## config.mk

```make
export PLATFORM = sky130hd
export DESIGN_NAME = mbct_ctrl
export DESIGN_NICKNAME = d
export VERILOG_FILES = /design/src/rtl/mbct_pkg.sv /design/src/rtl/mbct_ctrl.sv
export VERILOG_INCLUDE_DIRS = /design/src /design/src/rtl
export SDC_FILE = /design/constraint.sdc
export NUM_CORES = 1
export LEC_CHECK = 0
export BUFFER_PORTS_ARGS = -buffer_cell sky130_fd_sc_hd__buf_2
export CAP_MARGIN = 5
export CORE_AREA = 2 2 39 41
export DETAILED_ROUTE_END_ITERATION = 7
export DIE_AREA = 0 0 41 43
export GPL_TIMING_DRIVEN = 0
export HOLD_SLACK_MARGIN = 0.02
export PLACE_DENSITY = 0.39
export SLEW_MARGIN = 10
export SYNTH_ARGS = -nofsm -noshare
export SYNTH_HDL_FRONTEND = slang
export SYNTH_SLANG_ARGS = --single-unit
export TNS_END_PERCENT = 20
```

## constraint.sdc

```tcl
create_clock -name clk_i -period 1.4 [get_ports clk_i]
set_input_delay 0.14 -clock clk_i [delete_from_list [all_inputs] [get_ports clk_i]]
set_output_delay 0.14 -clock clk_i [all_outputs]
set_load 0.005 [all_outputs]
```

## src/rtl/mac_byte_counter_table_assert.svh

```systemverilog
// Assertion macros shared by the byte counter table modules
`ifndef MAC_BYTE_COUNTER_TABLE_ASSERT_SVH
`define MAC_BYTE_COUNTER_TABLE_ASSERT_SVH
`ifndef SYNTH
`define MBCT_ASSERT_IMP(lbl, clk, rstn, ante, cons, msg) \
  lbl: assert property (@(posedge clk) disable iff (!rstn) (ante) |-> (cons)) \
    else $error(msg);
`define MBCT_ASSERT_NXT(lbl, clk, rstn, ante, cons, msg) \
  lbl: assert property (@(posedge clk) disable iff (!rstn) (ante) |=> (cons)) \
    else $error(msg);
`else
`define MBCT_ASSERT_IMP(lbl, clk, rstn, ante, cons, msg)
`define MBCT_ASSERT_NXT(lbl, clk, rstn, ante, cons, msg)
`endif
`endif

```

## src/rtl/mbct_pkg.sv

```systemverilog
// Shared types and constants for the MAC byte counter table
`default_nettype none
package mbct_pkg;

  localparam int MAC_W   = 48;
  localparam int TOTAL_W = 32;
  localparam int BYTES_W = 16;
  localparam int INDEX_W = 10;
  localparam int COUNT_W = 11;

  localparam logic OP_RECORD = 1'b0;
  localparam logic OP_READ   = 1'b1;

  typedef struct packed {
    logic accept;
    logic rd_index;
    logic search;
    logic load_read;
    logic commit_hit;
    logic commit_new;
  } mbct_cmd_t;

  typedef struct packed {
    logic hit;
    logic miss_end;
  } mbct_status_t;

endpackage
`default_nettype wire

```

## src/rtl/mbct_ctrl.sv

```systemverilog
// Controller: sequences reads, searches and commits of table requests
`default_nettype none
`include "mac_byte_counter_table_assert.svh"
module mbct_ctrl (
  input  wire logic                   clk_i,
  input  wire logic                   rst_ni,
  input  wire logic                   start,
  input  wire logic                   op_i,
  output logic                        busy,
  output logic                        done_o,
  output mbct_pkg::mbct_cmd_t         cmd_o,
  input  wire mbct_pkg::mbct_status_t status_i
);

  typedef enum logic [1:0] {
    ST_IDLE,
    ST_RD_ADDR,
    ST_RD_DATA,
    ST_SEARCH
  } state_e;

  state_e     state_q;
  logic       done_q;
  logic       accept;
  logic       finish;
  logic [2:0] commit_vec;

  assign busy   = (state_q != ST_IDLE);
  assign done_o = done_q;
  assign accept = start && !busy;
  assign finish = status_i.hit || status_i.miss_end;

  assign cmd_o.accept     = accept;
  assign cmd_o.rd_index   = (state_q == ST_RD_ADDR);
  assign cmd_o.load_read  = (state_q == ST_RD_DATA);
  assign cmd_o.search     = (state_q == ST_SEARCH);
  assign cmd_o.commit_hit = (state_q == ST_SEARCH) && status_i.hit;
  assign cmd_o.commit_new = (state_q == ST_SEARCH) && !status_i.hit && status_i.miss_end;

  assign commit_vec = {cmd_o.load_read, cmd_o.commit_hit, cmd_o.commit_new};

  always_ff @(posedge clk_i or negedge rst_ni) begin
    if (!rst_ni) begin
      state_q <= ST_IDLE;
      done_q  <= 1'b0;
    end else begin
      done_q <= 1'b0;
      unique case (state_q)
        ST_IDLE: begin
          if (accept) begin
            state_q <= (op_i == mbct_pkg::OP_READ) ? ST_RD_ADDR : ST_SEARCH;
          end
        end
        ST_RD_ADDR: begin
          state_q <= ST_RD_DATA;
        end
        ST_RD_DATA: begin
          state_q <= ST_IDLE;
          done_q  <= 1'b1;
        end
        ST_SEARCH: begin
          if (finish) begin
            state_q <= ST_IDLE;
            done_q  <= 1'b1;
          end
        end
        default: begin
          state_q <= ST_IDLE;
        end
      endcase
    end
  end

  `MBCT_ASSERT_NXT(a_accept_busy, clk_i, rst_ni, accept, busy, "accepted request not busy")
  `MBCT_ASSERT_IMP(a_done_after_work, clk_i, rst_ni, done_q, $past(busy), "result without work")
  `MBCT_ASSERT_IMP(a_one_commit, clk_i, rst_ni, 1'b1, $onehot0(commit_vec), "commit overlap")

endmodule
`default_nettype wire

```

==> results of run 1 <==
## power breakdown
| group | switching [mW] | leakage [nW] | internal, mW |
|---|---|---|---|
| Combinational | 0.0688 | 0.148 | 0.113 |
| Sequential | 0.0139 | 0.0355 | 0.111 |
| Clock | 0.0465 | 0.0150 | 0.107 |
| Total | 0.129 | 0.199 | 0.331 |
## sequential cells by signal, summed over array words and instances (netlist names)
signal	cells
done_o	1
state_q	2
## logic make-up (layout without fill, tap and decap cells)
kind of cell | Yosys count | after routing | share of synthesized area
compound gates | 3 | 3 | 0.119
buf+inv | 4 | 26 | 0.105
flops | 3 | 3 | 0.420
simple gates | 9 | 9 | 0.357
## cell type report
class,instances,area (um^2)
tap,16,20.0
multi-input combinational,12,85.1
inverter,3,11.3
fill,158,1050
clock buffer,4,26.3
buffer,1,7.51
sequential,3,77.6
timing repair buffer,18,105
## cell usage in the layout (no fill, tap or decap)
cell           count
a21boi_0           1
a21o_2             1
a21oi_1            1
and2b_2            2
and3_2             1
buf_2             13
buf_4              5
clkbuf_1           1
clkbuf_4           3
dfrtp_1            1
dfrtp_2            2
dlygate4sd3_1      1
inv_1              3
nand2_1            1
nor2_1             2
nor2_4             1
nor3b_1            1
or2_4              1
## tightest hold or removal path, stage by stage
cell     delay (ns)
buf_2          0.09
a21oi_1        0.06
nor2_1         0.07
## routing by layer
metal	vias to the layer above	routed length, um	global-route usage	part of all wire
li1	104	-	-	-
met1	75	205	0.0779	0.44
met2	12	176	0.0594	0.38
met3	2	74	0.0471	0.16
met4	0	7	0.0600	0.015
met5	-	0	0	0
## worst max path at each step
stage,start,end,cells past startpoint
2_1_floorplan,state_q[1]$_DFFE_PN0P_,cmd_o[5],3
3_3_place_gp,state_q[0]$_DFFE_PN0P_,cmd_o[5],4
3_5_place_dp,state_q[0]$_DFFE_PN0P_,cmd_o[5],4
4_1_cts,state_q[0]$_DFFE_PN0P_,cmd_o[5],4
5_1_grt,state_q[0]$_DFFE_PN0P_,cmd_o[5],4
6_report,state_q[0]$_DFFE_PN0P_,cmd_o[5],4
## what timing repair did
item                                    CTS  global route
hold endpoints to repair                  3             0
endpoints found under the setup margin    0             1
setup buffers                             0             4
hold buffers                              1             0
gates resized for setup                   0             2
## stage by stage
step | area, um^2 | total power [mW]
final | 333 | 0.460
after global routing | 333 | 0.502
after CTS | 300 | 0.432
after detailed placement | 264 | 0.268
after global placement | 264 | 0.271
after floorplan | 179 | 0.207
==> impl_metrics.ini, run 1 <==
[status]
status = finished, final reports clean

[cts]
root_buffer = clkbuf_4
cts_max_level = 1
clock_path_buffers = 2
cts_sinks = 3
numCtsBuffers = 3
clkLatencyLatePin_ns = 0.23
path_clk_slew_ns = 0.04
cts_tree = built

[power]
cellPowerDensity_mw_per_mm2 = 1380
p_leak_nw = 0.199
irDropWorstVdd_uv = 413

[sta]
worst_pin_slew_ns = 0.272
setup_viol = 0
rsz0062_at_grt = no
slew-limit-headroom = 0.817
fmax_mhz = 759
drv_slew = 0
min_period_over_period = 0.941
tns_ns = 0
period_needed_ns = 1.32
postLayoutSetupSlackWorst_ns = 0.0823
hold_slack_ns = 0.165
clock_skew_ns = 0.00428
hold_viol_final = 0

[routing]
via_count = 193
drt_iter0_markers = 1
via_per_inst = 3.39
drt-pass1-iter-count = 2
ant_nets = 0
wl_per_cell_um = 8.14
drc = 0
drt-total-wl_um = 464

[yosys]
synth.top_cells.by_count = 3 x dfrtp_1, 3 x inv_1, 2 x and2b_2, 2 x nor2_1
yosys.area.top_type = dfrtp_1
ys_async_sr_fraction = 1.00
ys_ff_latch = 3
synth_area_leaders = dfrtp_1 42%, and2b_2 9.8%, inv_1 6.3%, nor2_4 6.3%, a21o_2 4.9%
synth_cells = 19
synth.avg_cell_area_um2 = 9.42
yosysSeqAreaShare = 0.420
synth_top_area_frac = 0.420
synth_edf_count = 0
synth_warnings = 0
synth_nets = 25
synth_flop_cell = dfrtp_1
synth_cell_types = 13
synth_area_um2 = 179

[setup_path]
worstPathRequired_ns = 1.26
reg2regPathDepth = 4
critPathBufInv = 2
critPathMaxFanout = 5
rrSetupSlack_ns = 0.43
cp_slowest_cell = dfrtp_2
crit_path_cell_trace = or2_4 -> nor2_4 -> buf_4 -> buf_2
worstPathArrival_ns = 1.18
r2r_start = state_q[0]$_DFFE_PN0P_
path_delay_family = flip-flops
r2r_end = state_q[0]$_DFFE_PN0P_
crit_type = reg -> out
worst_setup_path_end_kind = output port
cp-start-kind = register
max_stage_delay_ns = 0.42

[global_route]
grt_pass1_wl_um = 648
grt_max_degree = 8
grt_usage = 0.0614
grt_pass1_vias = 157
overflow = 0
antenna_found_initial = 0

[floorplan]
rows = 14
start_util = 0.129
fp.dieW_um = 41
io_pins = 14
fp.dieArea_mm2 = 0.00176
fp.dieH_um = 43
core_area_mm2 = 0.00138

[cells_and_area]
fin_nets = 48
stdcell_count = 57
final_util = 0.241
syn_to_final_growth_pct = 86.0
drive_gt1_frac = 0.707
n_antenna_cell = 0

[placed_design]
gp_congestion = 0.552
hpwl_um = 324
dp.cells = 48
pre_cts_slack_ns = 0.288
portBuffers = 13

[min_path]
hold_path_depth = 3
hp-start = start
hold_path_class = in -> reg
holdPathEnd = state_q[1]$_DFFE_PN0P_

[run]
drv_cap = 0
No activity file was read; power rests on OpenSTA's default activity.
==> inputs of run 2 (changes only) <==
Settings changed: ABC_AREA set to 1, PLACE_DENSITY 0.39 to 0.38.
==> impl_metrics.ini, run 2 <==
[cts]
cts_max_level = 1
root_buffer = clkbuf_4
cts_sinks = 3
clkLatencyLatePin_ns = 0.24
path_clk_slew_ns = 0.03
numCtsBuffers = 3
clock_path_buffers = 2
cts_tree = built

[yosys]
synth_area_leaders = dfrtp_1 43%, nor2_1 17%, inv_1 11%, nand2_1 11%, o21ai_2 5.1%
yosys.area.top_type = dfrtp_1
ys_ff_latch = 3
synth.top_cells.by_count = 8 x nor2_1, 5 x inv_1, 5 x nand2_1
synth_flop_cell = dfrtp_1
synth_warnings = 0
synth_top_area_frac = 0.435
synth_area_um2 = 173
ys_async_sr_fraction = 1.00
synth_cells = 25
synth_cell_types = 8
yosysSeqAreaShare = 0.435
synth_nets = 31
synth_edf_count = 0
synth.avg_cell_area_um2 = 6.91
yosysMostFrequentCell = nor2_1

[setup_path]
worstPathRequired_ns = 1.26
path_delay_family = flip-flops
critPathMaxFanout = 5
cp-start-kind = register
worst_setup_path_end_kind = output port
crit_path_cell_trace = or2_4 -> nor2_2 -> buf_4 -> buf_2
cp_slowest_cell = dfrtp_1
worstPathArrival_ns = 1.20
critPathBufInv = 2
crit_type = reg -> out
max_stage_delay_ns = 0.41

[global_route]
overflow = 0
grt_pass1_wl_um = 717
grt_pass1_vias = 197
grt_max_degree = 6
grt_usage = 0.0673
antenna_found_initial = 0

[cells_and_area]
layout_common_cells = 13 x buf_2, 7 x nor2_1, 5 x nand2_1, 5 x inv_1
drive_gt1_frac = 0.477
largest_reg_flops = 2
seqCellArea_um2 = 75.1
fillers = 163
syn_to_final_growth_pct = 76.1
n_antenna_cell = 0
top_register = state_q
multi_input_area_um2 = 73.8
fin_nets = 51
final_common_cell = buf_2

[sta]
min_period_over_period = 0.956
worst_pin_slew_ns = 0.131
period_needed_ns = 1.34
setup_viol = 0
tns_ns = 0
hold_viol_final = 0
slew-limit-headroom = 0.912
drv_slew = 0
clock_skew_ns = 0.00530
rsz0062_at_grt = no
fmax_mhz = 747

[routing]
wirelength_met1_um = 192
drc = 0
ant_nets = 0
drt-pass1-iter-count = 4
via_count = 206
met3WireLength_um = 60
highest_layer = met3
wl_per_cell_um = 7.70
via_per_inst = 3.43
wl_met2_um = 208
drt_iter0_markers = 5
drt-total-wl_um = 462

[power]
finalPower_uw = 554
cellPowerDensity_mw_per_mm2 = 1820
p_leak_nw = 0.191
irDropWorstVdd_uv = 414

[status]
status = finished, final reports clean

[placed_design]
gp_congestion = 0.614
hpwl_um = 327
portBuffers = 13

[floorplan]
rows = 14
fp.dieH_um = 43
core_area_mm2 = 0.00138
io_pins = 14
fp.dieW_um = 41
fp.dieArea_mm2 = 0.00176
start_util = 0.125

[run]
drv_cap = 0

[min_path]
hold_path_class = in -> reg
-- run 2: cell count changes after synthesis, sizes merged --
cell | before | now
a21boi | 1 | 0
a21o | 1 | 0
a21oi | 1 | 0
and2b | 2 | 0
and3 | 1 | 0
inv | 3 | 5
nand2 | 1 | 5
nor2 | 3 | 8
nor3b | 1 | 0
o21ai | 0 | 2
-- run 2: worst paths after layout --
check | cells after the start | startpoint | slack (ns) | end
max in group asynchronous | 2 | rst_ni | 1.07 | state_q[1]$_DFFE_PN0P_
min in group asynchronous | 2 | rst_ni | 0.22 | state_q[0]$_DFFE_PN0P_
worst min register to register | 2 | state_q[0]$_DFFE_PN0P_ | 0.58 | state_q[1]$_DFFE_PN0P_
worst max-delay path | 4 | state_q[1]$_DFFE_PN0P_ | 0.06 | cmd_o[5]
worst max register to register | 2 | state_q[1]$_DFFE_PN0P_ | 0.54 | state_q[0]$_DFFE_PN0P_
worst min-delay path | 4 | op_i | 0.18 | state_q[1]$_DFFE_PN0P_
-- run 2: layout make-up --
class | instances | share of cell area
timing repair buffer | 15 | 0.272
sequential | 3 | 0.247
multi-input combinational | 16 | 0.243
clock buffer | 4 | 0.0864
tap | 16 | 0.0658
inverter | 5 | 0.0617
buffer | 1 | 0.0247
-- run 2: where the power goes --
part	internal (mW)	switching [mW]
combinational	0.131	0.113
clock	0.107	0.0499
sequential	0.125	0.0286
total	0.363	0.191
-- run 2: worst reg2reg max path, stage by stage (launching register included) --
cell	delay (ns)
dfrtp_1	0.41
or2_4	0.28
o21ai_2	0.11
-- run 2: repair_timing --
item,4_1_cts,5_1_grt
hold endpoints to repair,3,0
gates resized for setup,0,1
setup buffers,0,1
endpoints found under the setup margin,0,1
hold buffers,1,0
-- run 2: cell families (layout without fill, tap and decap cells) --
family,after synthesis,after routing,share of synthesized area
DFF,3,3,0.435
buffers and inverters,6,25,0.152
AOI/OAI and AO/OA,2,2,0.0797
and+or+nand+nor,14,14,0.333
-- run 2: layer usage --
layer | global-route usage | vias to the layer above
li1 | - | 108
met1 | 0.0643 | 89
met2 | 0.0813 | 9
met3 | 0.0314 | 0
met4 | 0.100 | 0
met5 | 0 | -
-- run 2: through the flow --
| step | utilization | instance area [um^2] | hold WS [ns] | cells | setup slack (ns) |
|---|---|---|---|---|---|
| 5_1_grt | 0.220 | 304 | 0.206 | 60 | 0.00575 |
| 3_3_place_gp | 0.186 | 258 | -0.0618 | 54 | 0.300 |
| 3_5_place_dp | 0.186 | 258 | -0.0618 | 54 | 0.302 |
| 4_1_cts | 0.212 | 294 | 0.183 | 59 | 0.0236 |
| 2_1_floorplan | - | 173 | -0.156 | 25 | 0.420 |
| 6_report | 0.220 | 304 | 0.183 | 60 | 0.0622 |
==> inputs of run 3 (changes only) <==
Settings changed: CELL_PAD_IN_SITES_DETAIL_PLACEMENT set to 2, CELL_PAD_IN_SITES_GLOBAL_PLACEMENT set to 2, PLACE_DENSITY 0.38 to 0.64, RECOVER_POWER set to 50.
==> impl_metrics.ini, run 3 (synthesis gave the netlist of run 2 again) <==
[status]
status = finished, final reports clean

[setup_path]
crit_type = reg -> out
rrSetupSlack_ns = 0.47
r2r_start = state_q[1]$_DFFE_PN0P_
cp-start-kind = register
reg2regPathDepth = 5
worstPathArrival_ns = 1.18
r2r_end = state_q[1]$_DFFE_PN0P_
worst_setup_path_end_kind = output port
worstPathRequired_ns = 1.26
critPathMaxFanout = 4

[placed_design]
portBuffers = 13
hpwl_um = 397
pre_cts_slack_ns = 0.288
gp_congestion = 0.617

[floorplan]
core_area_mm2 = 0.00138
rows = 14
fp.dieW_um = 41
fp.dieArea_mm2 = 0.00176
fp.dieH_um = 43
io_pins = 14
start_util = 0.125

[routing]
drc = 0
ant_nets = 0
via_per_inst = 3.71
drt-total-wl_um = 516
wl_per_cell_um = 8.32
via_count = 230
drt-pass1-iter-count = 1
drt_iter0_markers = 0

[global_route]
antenna_found_initial = 0
grt_pass1_wl_um = 745
overflow = 0
grt_pass1_vias = 214
grt_max_degree = 6
grt_usage = 0.0643

[power]
irDropWorstVdd_uv = 452
p_leak_nw = 0.198
cellPowerDensity_mw_per_mm2 = 1820

[cells_and_area]
fillers = 173
top_register = state_q
final_common_cell = buf_2
syn_to_final_growth_pct = 82.6
fin_nets = 53
layout_common_cells = 12 x buf_2, 8 x nor2_1, 5 x nand2_1, 5 x inv_1, 5 x clkbuf_4
n_antenna_cell = 0
drive_gt1_frac = 0.457
largest_reg_flops = 2

[cts]
cts_sinks = 3
cts_tree = built
cts_max_level = 1
numCtsBuffers = 3
path_clk_slew_ns = 0.04
clock_path_buffers = 2
clkLatencyLatePin_ns = 0.23
ctsResizeCount = 0
root_buffer = clkbuf_4

[sta]
clock_skew_ns = 0.000619
period_needed_ns = 1.32
worst_pin_slew_ns = 0.160
slew-limit-headroom = 0.892
hold_viol_final = 0
drv_slew = 0
setup_viol = 0
tns_ns = 0
postLayoutSetupSlackWorst_ns = 0.0773
rsz0062_at_grt = no
fmax_mhz = 756
min_period_over_period = 0.945

[run]
drv_cap = 0

[min_path]
hold_path_depth = 3
hp-start = start
hold_path_class = in -> reg
holdPathEnd = state_q[0]$_DFFE_PN0P_
run 3: cell types whose count changed in the layout (fill, tap and decap cells not counted):
cell	previous run	this run
buf_2	13	12
clkbuf_1	1	2
clkbuf_4	3	5
nor2_1	7	8
nor2_2	1	0
run 3: power breakdown:
| part | switching, mW | internal (mW) |
|---|---|---|
| Clock | 0.0446 | 0.107 |
| Sequential | 0.0238 | 0.125 |
| Combinational | 0.119 | 0.155 |
run 3: timing repair:
item,CTS,global route
endpoints found under the hold margin,3,0
setup buffers,0,3
hold buffers,1,0
setup endpoints to repair,0,1
run 3: final cells by class:
class / instances / area (um^2) / area share
Buffer: 1 / 7.51 / 0.0238
Multi-Input combinational cell: 16 / 71.3 / 0.226
Clock buffer: 4 / 26.3 / 0.0833
Inverter: 5 / 18.8 / 0.0595
Sequential cell: 3 / 75.1 / 0.238
Timing Repair Buffer: 17 / 96.3 / 0.306
Tap cell: 16 / 20.0 / 0.0635
run 3: worst max path at each step:
stage	cells after the start	endpoint	slack (ns)	start
detailed placement	4	cmd_o[5]	0.29	state_q[1]$_DFFE_PN0P_
global route	4	cmd_o[5]	0.001	state_q[0]$_DFFE_PN0P_
global placement	4	cmd_o[5]	0.30	state_q[1]$_DFFE_PN0P_
CTS	4	cmd_o[5]	0.03	state_q[1]$_DFFE_PN0P_
finish	4	cmd_o[5]	0.08	state_q[0]$_DFFE_PN0P_
floorplan	3	cmd_o[5]	0.42	state_q[1]$_DFFE_PN0P_
run 3: per-stage QoR:
stage | instances | total power, mW | hold slack, ns | util | area [um^2]
detailed placement | 54 | 0.382 | -0.0615 | 0.186 | 258
global route | 62 | 0.631 | 0.209 | 0.228 | 315
floorplan | 25 | 0.278 | -0.156 | - | 173
CTS | 59 | 0.547 | 0.187 | 0.212 | 294
finish | 62 | 0.574 | 0.191 | 0.228 | 315
global placement | 54 | 0.379 | -0.0631 | 0.186 | 258
run 3: per-layer routing:
metal / global-route usage / share of wire / routed length [um] / vias to the layer above
met1: 0.0581 / 0.36 / 188 / 109
met5: 0 / 0 / 0 / -
met3: 0.0157 / 0.083 / 43 / 0
met4: 0.0600 / 0 / 0 / 0
li1: - / - / - / 113
met2: 0.106 / 0.55 / 284 / 8
run 3: worst max-delay path, stage by stage (launching register included):
cell and delay, ns:
dfrtp_1 0.40, or2_4 0.26, nor2_1 0.09, buf_4 0.10, buf_2 0.09
